[src/rtl/core/rra_pkg.sv]
`timescale 1ns / 1ps

package rra_pkg;

  localparam int BUFFER_BYTES = 1024;
  localparam int HEADER_BYTES = 4;
  localparam int MIN_SIZE     = 16;
  localparam int FIELD_W      = 11;
  localparam int SUM_W        = FIELD_W + 1;
  localparam int HDR_W        = FIELD_W + 1;
  localparam int ADDR_W       = $clog2(BUFFER_BYTES);
  localparam int STEP_W       = 5;
  localparam int READY_BIT    = HDR_W - 1;

  typedef logic [FIELD_W-1:0] field_t;
  typedef logic [SUM_W-1:0]   sum_t;
  typedef logic [HDR_W-1:0]   hdr_t;
  typedef logic [ADDR_W-1:0]  addr_t;
  typedef logic [STEP_W-1:0]  step_t;

  typedef enum logic [1:0] {
    KIND_RESERVE   = 2'd0,
    KIND_FIN_WRITE = 2'd1,
    KIND_TRY_READ  = 2'd2,
    KIND_FIN_READ  = 2'd3
  } kind_t;

  typedef enum logic [1:0] {
    STATUS_GRANT  = 2'd0,
    STATUS_REFUSE = 2'd1,
    STATUS_BAD    = 2'd2
  } status_t;

  typedef enum logic [2:0] {
    MEM_NONE     = 3'd0,
    MEM_RD_RPOS  = 3'd1,
    MEM_RD_HP    = 3'd2,
    MEM_WR_SKIP  = 3'd3,
    MEM_WR_LEN   = 3'd4,
    MEM_WR_READY = 3'd5
  } mem_op_t;

  typedef enum logic [3:0] {
    COND_NEVER       = 4'd0,
    COND_NOSPACE     = 4'd1,
    COND_FITS        = 4'd2,
    COND_BAD_FW      = 4'd3,
    COND_EMPTY       = 4'd4,
    COND_NOT_READY   = 4'd5,
    COND_HDR_ZERO    = 4'd6,
    COND_HDR_NONZERO = 4'd7,
    COND_BAD_FR_POS  = 4'd8,
    COND_BAD_FR_HDR  = 4'd9
  } cond_t;

  typedef enum logic [2:0] {
    ACT_NONE    = 3'd0,
    ACT_WRAP_W  = 3'd1,
    ACT_GRANT_W = 3'd2,
    ACT_ECHO    = 3'd3,
    ACT_SKIP_R  = 3'd4,
    ACT_GRANT_R = 3'd5,
    ACT_FREE_R  = 3'd6,
    ACT_FAIL    = 3'd7
  } act_t;

  typedef struct packed {
    logic    fetch;
    mem_op_t mem;
    cond_t   cond;
    step_t   target;
    act_t    act;
    logic    done;
  } ctrl_t;

  typedef struct packed {
    logic nospace;
    logic fits;
    logic bad_fw;
    logic empty;
    logic hdr_ready;
    logic hdr_zero;
    logic bad_fr_pos;
  } flags_t;

  localparam step_t ST_IDLE      = 5'd0;
  localparam step_t ST_RSV_CHK   = 5'd1;
  localparam step_t ST_RSV_FIT   = 5'd2;
  localparam step_t ST_RSV_WRAP  = 5'd3;
  localparam step_t ST_RSV_CHK2  = 5'd4;
  localparam step_t ST_RSV_GRANT = 5'd5;
  localparam step_t ST_FW_CHK    = 5'd6;
  localparam step_t ST_FW_MARK   = 5'd7;
  localparam step_t ST_TR_RD0    = 5'd8;
  localparam step_t ST_TR_EV0    = 5'd9;
  localparam step_t ST_TR_Z0     = 5'd10;
  localparam step_t ST_TR_SKIP   = 5'd11;
  localparam step_t ST_TR_RD1    = 5'd12;
  localparam step_t ST_TR_EV1    = 5'd13;
  localparam step_t ST_TR_Z1     = 5'd14;
  localparam step_t ST_TR_GRANT  = 5'd15;
  localparam step_t ST_FR_RD     = 5'd16;
  localparam step_t ST_FR_CHK    = 5'd17;
  localparam step_t ST_FR_FREE   = 5'd18;
  localparam step_t ST_END       = 5'd19;
  localparam step_t ST_FAIL      = 5'd20;

  function automatic ctrl_t mk_word(input logic fetch, input mem_op_t mem, input cond_t cond,
                                    input step_t target, input act_t act, input logic done);
    ctrl_t w;
    w.fetch  = fetch;
    w.mem    = mem;
    w.cond   = cond;
    w.target = target;
    w.act    = act;
    w.done   = done;
    return w;
  endfunction

  // Control store: one word per step
  function automatic ctrl_t ucode(input step_t pc);
    ctrl_t w;
    unique case (pc)
      ST_IDLE:      w = mk_word(1'b1, MEM_NONE, COND_NEVER, ST_IDLE, ACT_NONE, 1'b0);
      ST_RSV_CHK:   w = mk_word(1'b0, MEM_NONE, COND_NOSPACE, ST_END, ACT_NONE, 1'b0);
      ST_RSV_FIT:   w = mk_word(1'b0, MEM_NONE, COND_FITS, ST_RSV_CHK2, ACT_NONE, 1'b0);
      ST_RSV_WRAP:  w = mk_word(1'b0, MEM_WR_SKIP, COND_NEVER, ST_IDLE, ACT_WRAP_W, 1'b0);
      ST_RSV_CHK2:  w = mk_word(1'b0, MEM_NONE, COND_NOSPACE, ST_END, ACT_NONE, 1'b0);
      ST_RSV_GRANT: w = mk_word(1'b0, MEM_WR_LEN, COND_NEVER, ST_IDLE, ACT_GRANT_W, 1'b1);
      ST_FW_CHK:    w = mk_word(1'b0, MEM_RD_HP, COND_BAD_FW, ST_FAIL, ACT_NONE, 1'b0);
      ST_FW_MARK:   w = mk_word(1'b0, MEM_WR_READY, COND_NEVER, ST_IDLE, ACT_ECHO, 1'b1);
      ST_TR_RD0:    w = mk_word(1'b0, MEM_RD_RPOS, COND_EMPTY, ST_END, ACT_NONE, 1'b0);
      ST_TR_EV0:    w = mk_word(1'b0, MEM_NONE, COND_NOT_READY, ST_END, ACT_NONE, 1'b0);
      ST_TR_Z0:     w = mk_word(1'b0, MEM_NONE, COND_HDR_NONZERO, ST_TR_GRANT, ACT_NONE, 1'b0);
      ST_TR_SKIP:   w = mk_word(1'b0, MEM_NONE, COND_NEVER, ST_IDLE, ACT_SKIP_R, 1'b0);
      ST_TR_RD1:    w = mk_word(1'b0, MEM_RD_RPOS, COND_EMPTY, ST_END, ACT_NONE, 1'b0);
      ST_TR_EV1:    w = mk_word(1'b0, MEM_NONE, COND_NOT_READY, ST_END, ACT_NONE, 1'b0);
      ST_TR_Z1:     w = mk_word(1'b0, MEM_NONE, COND_HDR_ZERO, ST_END, ACT_NONE, 1'b0);
      ST_TR_GRANT:  w = mk_word(1'b0, MEM_NONE, COND_NEVER, ST_IDLE, ACT_GRANT_R, 1'b1);
      ST_FR_RD:     w = mk_word(1'b0, MEM_RD_RPOS, COND_BAD_FR_POS, ST_FAIL, ACT_NONE, 1'b0);
      ST_FR_CHK:    w = mk_word(1'b0, MEM_NONE, COND_BAD_FR_HDR, ST_FAIL, ACT_NONE, 1'b0);
      ST_FR_FREE:   w = mk_word(1'b0, MEM_NONE, COND_NEVER, ST_IDLE, ACT_FREE_R, 1'b1);
      ST_END:       w = mk_word(1'b0, MEM_NONE, COND_NEVER, ST_IDLE, ACT_NONE, 1'b1);
      ST_FAIL:      w = mk_word(1'b0, MEM_NONE, COND_NEVER, ST_IDLE, ACT_FAIL, 1'b1);
      default:      w = mk_word(1'b0, MEM_NONE, COND_NEVER, ST_IDLE, ACT_NONE, 1'b1);
    endcase
    return w;
  endfunction

  function automatic step_t entry_step(input kind_t kind);
    step_t s;
    unique case (kind)
      KIND_RESERVE:   s = ST_RSV_CHK;
      KIND_FIN_WRITE: s = ST_FW_CHK;
      KIND_TRY_READ:  s = ST_TR_RD0;
      KIND_FIN_READ:  s = ST_FR_RD;
      default:        s = ST_IDLE;
    endcase
    return s;
  endfunction

  function automatic field_t clamp_size(input field_t v);
    field_t s;
    s = v;
    if (v < field_t'(MIN_SIZE)) begin
      s = field_t'(MIN_SIZE);
    end else if (v > field_t'(BUFFER_BYTES)) begin
      s = field_t'(BUFFER_BYTES);
    end
    return s;
  endfunction

endpackage

[src/rtl/core/rra_useq.sv]
`timescale 1ns / 1ps

module rra_useq (
  input  logic               clk,
  input  logic               rst,
  input  logic               in_fire,
  input  rra_pkg::kind_t     kind,
  input  rra_pkg::flags_t    flags,
  input  logic               stall,
  output rra_pkg::ctrl_t     ctrl
);

  rra_pkg::step_t pc;
  rra_pkg::step_t pc_next;
  logic           taken;

  assign ctrl = rra_pkg::ucode(pc);

  always_comb begin
    unique case (ctrl.cond)
      rra_pkg::COND_NEVER:       taken = 1'b0;
      rra_pkg::COND_NOSPACE:     taken = flags.nospace;
      rra_pkg::COND_FITS:        taken = flags.fits;
      rra_pkg::COND_BAD_FW:      taken = flags.bad_fw;
      rra_pkg::COND_EMPTY:       taken = flags.empty;
      rra_pkg::COND_NOT_READY:   taken = !flags.hdr_ready;
      rra_pkg::COND_HDR_ZERO:    taken = flags.hdr_zero;
      rra_pkg::COND_HDR_NONZERO: taken = !flags.hdr_zero;
      rra_pkg::COND_BAD_FR_POS:  taken = flags.bad_fr_pos;
      rra_pkg::COND_BAD_FR_HDR:  taken = !flags.hdr_ready || flags.hdr_zero;
      default:                   taken = 1'b0;
    endcase
  end

  always_comb begin
    priority if (ctrl.fetch) begin
      pc_next = in_fire ? rra_pkg::entry_step(kind) : pc;
    end else if (stall) begin
      pc_next = pc;
    end else if (taken) begin
      pc_next = ctrl.target;
    end else if (ctrl.done) begin
      pc_next = rra_pkg::ST_IDLE;
    end else begin
      pc_next = rra_pkg::step_t'(pc + 1'b1);
    end
  end

  always_ff @(posedge clk) begin
    if (rst) begin
      pc <= rra_pkg::ST_IDLE;
    end else begin
      pc <= pc_next;
    end
  end

endmodule

[config.mk]
export PLATFORM = sky130hd
export DESIGN_NAME = rra_useq
export DESIGN_NICKNAME = d
export VERILOG_FILES = /design/src/rtl/core/rra_pkg.sv /design/src/rtl/core/rra_useq.sv
export SDC_FILE = /design/constraint.sdc
export NUM_CORES = 1
export LEC_CHECK = 0
export BUFFER_PORTS_ARGS = -buffer_cell sky130_fd_sc_hd__buf_2
export CAP_MARGIN = 20
export CELL_PAD_IN_SITES_DETAIL_PLACEMENT = 1
export CELL_PAD_IN_SITES_GLOBAL_PLACEMENT = 1
export CORE_AREA = 2 2 63 65
export CTS_CLUSTER_SIZE = 10
export DETAILED_ROUTE_END_ITERATION = 16
export DIE_AREA = 0 0 65 67
export PLACE_DENSITY_LB_ADDON = 0.1
export SLEW_MARGIN = 10
export SYNTH_ARGS = -nofsm -noshare
export SYNTH_HDL_FRONTEND = slang
export SYNTH_SLANG_ARGS = --single-unit
[constraint.sdc]
create_clock -name clk -period 4 [get_ports clk]
set_clock_uncertainty 0.2 [all_clocks]
set_input_delay 0.4 -clock clk [delete_from_list [all_inputs] [get_ports clk]]
set_output_delay 0.4 -clock clk [all_outputs]
set_load 0.005 [all_outputs]
## Word-level counts from Yosys, hierarchy flattened

Memories as Yosys holds them, arrays and structs flattened. A register that Yosys moved wholly into a read port is not among the register bits.
Index checks and enable logic that the tools add are counted.

- Memory bits (read-only): 544
- Register bits after elaboration: 5
- Memories kept: 1
- Word-level logic and storage cells: 31

Memories:

| memory | depth | bits a word | read ports | clocked after Yosys merged registers in | write ports | line | source |
|---|---|---|---|---|---|---|---|
| (no name shown) | 32 | 17 | 1 | 1 | 0 | rra_pkg.sv:123 | `unique case (pc)` |

- Add/sub/neg operators: 1
- Equal/unequal tests: 14
- Muxes and demuxes: 9
- Reduce and logical (&&, ||, !) cells: 5

Operators by type and width:

| operator | number |
|---|---|
| 2-to-1 mux 5 bit | 7 |
| case mux 5 bit (4 select lines) | 1 |
| equality test 4 x 3 -> 1 bit, second input constant | 4 |
| case mux 1 bit (9 select lines) | 1 |
| equality test 4 x 2 -> 1 bit, second input constant | 2 |
| equality test 4 bit, second input constant | 2 |
| adder 5 x 1 -> 5 bit, second input constant | 1 |
| equality test 2 bit, second input constant | 2 |
| equality test 4 x 1 -> 1 bit, second input constant | 1 |
| equality test 2 x 1 -> 1 bit, second input constant | 1 |
| logical NOT 1 bit | 2 |
| logical NOT 2 bit | 1 |
| inequality test 2 x 1 -> 1 bit, second input constant | 1 |
| inequality test 2 bit, second input constant | 1 |
| AND reduction 2 bit | 1 |
| logical OR 1 bit | 1 |

## Longest topological paths before layout

- Depth in word-level cells: 8
- Depth in mapped cells: 11

## Least setup slack after synthesis

OpenSTA, ideal clock, no wires.

- Path type: register -> register
- Start point: register ctrl[9] (netlist name)
- End point: register ctrl[3] (netlist name)
- Arrival: 2,463 ps
- Path buffers: 0
- Required time: 3,669 ps
- Cell stages (with the launch flop): 12
- Slack: 1,206 ps
- Period minus slack after synthesis: 2,794 ps
- Path through: dfxtp_1 -> mux2_4 -> a22oi_2 -> o31ai_4 -> o31a_1 -> o21a_1 -> nor2_2 -> inv_2 -> ha_1 -> o31a_1 -> a31oi_1 -> o32ai_2

- Longest elaborated chain between the ends: 7
- Elaborated cells on any way between the ends: 15
- Classes of those cells: eq/ne: 9; mux: 6

RTL lines:

| element | line | source |
|---|---|---|
| equality test 4 bit (tied with other cells) | rra_useq.sv:20 | `unique case (ctrl.cond)` |
| case mux 1 bit (9 select lines) * | rra_useq.sv:20 |  |
| 2-to-1 mux 5 bit * | rra_useq.sv:40 | `end else if (taken) begin` |
| 2-to-1 mux 5 bit * | rra_useq.sv:38 | `end else if (stall) begin` |
| 2-to-1 mux 5 bit * | rra_useq.sv:36 | `priority if (ctrl.fetch) begin` |
| 2-to-1 mux 5 bit (no source line) * (2 in a row) | -- |  |

Mark *: on every way between the ends. The rest lies on a longest branch, timed or not. The select of a mux whose other input is x is not followed.
A chain may end at the register's enable or synchronous reset.

## Worst setup path in the final report

- Start point: register ctrl[9] (netlist name)
- End point: register ctrl[3] (netlist name)

- Longest elaborated chain between the ends: 7
- Elaborated cells on any way between the ends: 15
- Classes of those cells: eq/ne: 9; mux: 6

RTL lines:

| element | line |
|---|---|
| equality test 4 bit (tied with other cells) | rra_useq.sv:20 |
| case mux 1 bit (9 select lines) * | rra_useq.sv:20 |
| 2-to-1 mux 5 bit * | rra_useq.sv:40 |
| 2-to-1 mux 5 bit * | rra_useq.sv:38 |
| 2-to-1 mux 5 bit * | rra_useq.sv:36 |
| 2-to-1 mux 5 bit (no source line) * (2 in a row) | -- |

Marks and branches as above.

==> summary.md <==
| Metric | Value |
|---|---|
| Critical Path Source Type | `register` |
| First-pass GRT wire length | `between 6000 and 7000 microns` |
| Buffers from clock root to sink, at most | `2` |
| Required time at the worst-slack endpoint | `3.94 ns` |
| Peak ir drop on the vdd network | `just under 200 uV` |
| RD Place Congestion | `roughly 0.86` |
| Ys async rst share | `0%` |
| R2R setup slack | `between 0.8 and 0.9 ns` |
| Kind of capture point of the worst setup path | `register` |
| Vias in the first global route | `approximately 1300` |
| Share of power burned in the clock network | `14.8%` |
| Gr ovfl total | `0` |
| Initial cell density of the core | `approximately two fifths` |
| Type of the tightest min-delay check | `in2reg` |
| Number of warning messages in the yosys log | `0` |
| Slew of the pin with the lowest slew margin | `around 0.74 ns` |
| Switching power | `422 uW` |
| Largest cells by area after synthesis | `sky130_fd_sc_hd__dfxtp_1, sky130_fd_sc_hd__nor2_1, sky130_fd_sc_hd__ha_1` |
| Maximum fanout along the worst path | `7` |
| Flop pwr share | `~33%` |
| Vertical extent of the die | `approximately 67 microns` |
| Cell area after technology mapping | `around 1400 sq um` |
| Sequential fraction of the synthesis area | `slightly below 30%` |
| Maximum clock frequency | `approximately 0.32 GHz` |
| Most Used Layer, Global Route | `met2` |
| Number of synthesized register bits | `21` |
| Detailed-route wire length | `4210 microns` |
| Ports | `30` |
| Dpl cells | `between 200 and 250` |
| Number of H-tree levels | `1` |
| Arrival @ worst endpoint | `between 3 and 4 ns` |
| Overall via count from detail_route | `between 1000 and 1500` |
| Post-Synthesis Cells | `between 150 and 200` |
| Number of design rule violations left after detail routing | `0` |
| Fraction of layout cells with a size suffix above 1 | `29.7%` |
| Top cell types by occurrence after synthesis | `sky130_fd_sc_hd__dfxtp_1, sky130_fd_sc_hd__nor2_1, sky130_fd_sc_hd__nand2_1` |
| Mean number of vias per cell | `5.83` |
| Leakage dissipation | `~0.72 nW` |
| Ratio of final minimum period to clock period | `78.9%` |
| Switching share of power | `45.0%` |
| Num CTS Buffers | `3` |
| Number of maximum-capacitance violations | `0` |
| Minimum period implied by the final worst setup slack | `between 3 and 4 ns` |
| Count leader, synth | `sky130_fd_sc_hd__dfxtp_1` |
| Met3 global-route usage | `2.53%` |
| Fill cell total of the finished layout | `around 460` |
| Total routing usage reported by global routing | `about a fifth` |
| Main flop type after synthesis | `sky130_fd_sc_hd__dfxtp_1` |
| RSZ-0062 raised after global routing | `false` |
| Pin count of the biggest net entering global routing | `16` |
| Post-CTS clock slew at the launch and capture registers of the worst setup and hold paths | `around 0.080 ns` |
| Post-Synthesis Mean Instance Area | `~9 sq um` |
| Cell at the root of the clock tree | `sky130_fd_sc_hd__clkbuf_8` |
| Starting DRC count in detailed routing | `36` |
| Met1 Track Usage GR | `between 20% and 30%` |
| Combinational power share | `51.8%` |
| Detail Placement HPWL | `approximately 3300 microns` |
| Pint | `roughly 520 uW` |
| Run status | `completed` |
| Number of setup buffers added after CTS | `0` |
| Final hold violations | `0` |
| Relative slew margins | `between 50% and 60%` |
| Yosys top cell by area | `sky130_fd_sc_hd__dfxtp_1` |
| Post-layout net count | `204` |
| Quantity of I/O buffers inserted on ports | `29` |
| Clock Sink Count | `21` |
| Number of flops mapped to enable cells by yosys | `0` |
| Number of antenna repair diodes | `0` |
| Floorplan row count | `22` |
| Yosys top cell area share | `roughly 29%` |
| Non-filler cells in the finished layout | `233` |
| Number of nets produced by synthesis | `~180` |
| Number of setup violations in the final report | `0` |
| Quantity of gates resized following cts | `0` |
| Met2 capacity usage during global routing | `approximately 35%` |
| Power Density | `around 570 nW/um^2` |
| TritonCTS clock tree | `yes` |
| Crit Path Category | `reg2reg` |
| Total iterations of the first detailed-routing run | `4` |
| Post-synthesis cell type count | `between 60 and 70` |
| Post-detailed-route wirelength per cell | `~18 microns` |
| Area enclosed by the die boundary | `4360 sq um` |
| Relative area change from synthesis to final layout | `14.7%` |
| Core Area | `~3600 sq um` |
| Clock latency of the later-clocked register in the worst-skew pair | `between 0.2 and 0.3 ns` |
| Antenna violations before repair | `0` |
| Count of hold-fix buffers inserted at cts | `0` |
| Remaining antenna violation count | `0` |
| Horizontal die dimension | `65 microns` |
| Aggregate negative setup slack | `0 ns` |
| Number of max-slew violations in the final report | `0` |
[per-layer routing]
layer	vias up	wire length (microns)	part of all wire [%]
met4	0	64	1.5
li1	665	-	-
met3	6	111	2.6
met1	665	1960	47
met5	-	0	0
met2	22	2080	49
[cells in the final DEF (no fill, tap or decap), types with 3 or more instances in the layout]
cell / n
sky130_fd_sc_hd__buf_2: 29
sky130_fd_sc_hd__dfxtp_1: 21
sky130_fd_sc_hd__nor2_1: 17
sky130_fd_sc_hd__nand2_1: 9
sky130_fd_sc_hd__inv_1: 8
sky130_fd_sc_hd__a21oi_1: 7
sky130_fd_sc_hd__nand4_1: 5
sky130_fd_sc_hd__nor3_1: 5
sky130_fd_sc_hd__ha_1: 5
sky130_fd_sc_hd__o21ai_0: 4
sky130_fd_sc_hd__nor2b_1: 3
sky130_fd_sc_hd__a32oi_1: 3
sky130_fd_sc_hd__o31a_1: 3
sky130_fd_sc_hd__a21o_1: 3
sky130_fd_sc_hd__nand3_1: 3
sky130_fd_sc_hd__clkbuf_8: 3
[cell families (layout without fill, tap and decap cells)]
group | count (synthesis) | count (layout) | share of synthesized area [%]
multiplexers | 3 | 3 | 2.43
flip-flops | 21 | 21 | 29.1
AO/OA/AOI/OAI | 56 | 56 | 36.3
AND/OR/NAND/NOR | 56 | 56 | 21.5
adder cells (fa/ha/maj) | 5 | 5 | 4.34
buffers and inverters | 15 | 42 | 5.03
XOR/XNOR | 2 | 2 | 1.21
[cell type report]
class | instances | area [sq um] | share of cell area, %
clock inverter | 1 | 5.00 | 0.302
clock buffer | 3 | 41.3 | 2.49
sequential | 21 | 420 | 25.4
tap | 48 | 60.1 | 3.63
multi-input combinational | 122 | 950 | 57.4
inverter | 9 | 33.8 | 2.04
timing repair buffer | 29 | 145 | 8.77
[stage by stage]
step           setup WS, ns  area [sq um]  hold WS, ns  power (mW)  util [%]
2_1_floorplan          1.21          1440        0.484       0.670         -
3_3_place_gp          0.905          1610        0.577       0.795      44.6
3_5_place_dp          0.871          1610        0.581       0.803      44.6
4_1_cts               0.858          1660        0.322       0.941      45.9
5_1_grt               0.645          1660        0.340        1.00      45.9
6_report              0.843          1660        0.320       0.938      45.9
[critical path: stages, from the launching register on]
cell and delay, ns:
sky130_fd_sc_hd__dfxtp_1 0.47, sky130_fd_sc_hd__mux2_4 0.34, sky130_fd_sc_hd__a22oi_2 0.23, sky130_fd_sc_hd__o31ai_4 0.16, sky130_fd_sc_hd__o31a_1 0.28, sky130_fd_sc_hd__o21a_1 0.29
sky130_fd_sc_hd__nor2_2 0.23, sky130_fd_sc_hd__inv_2 0.10, sky130_fd_sc_hd__ha_1 0.24, sky130_fd_sc_hd__o31a_1 0.13, sky130_fd_sc_hd__a31oi_1 0.23, sky130_fd_sc_hd__o32ai_2 0.12
[state kept, by name, summed over array words and instances, names as in the netlist]
| signal | flops |
|---|---|
| pc | 5 |
| ctrl | 16 |
[power groups by stage]
stage / clock, mW / sequential [mW] / combinational, mW
after floorplan: 0 / 0.306 / 0.364
after global placement: 0 / 0.314 / 0.481
after detailed placement: 0 / 0.317 / 0.486
after CTS: 0.141 / 0.312 / 0.488
after global routing: 0.150 / 0.321 / 0.532
final: 0.139 / 0.313 / 0.486
[worst paths after layout]
check | startpoint | to | cells after the start
max reg2reg | ctrl[9]$_DFF_P_ | ctrl[3]$_DFF_P_ | 11
max | ctrl[9]$_DFF_P_ | ctrl[3]$_DFF_P_ | 11
min reg2reg | pc[3]$_SDFFE_PP0P_ | pc[3]$_SDFFE_PP0P_ | 3
min | rst | pc[4]$_SDFFE_PP0P_ | 2
(Power assumes the default switching activity.)
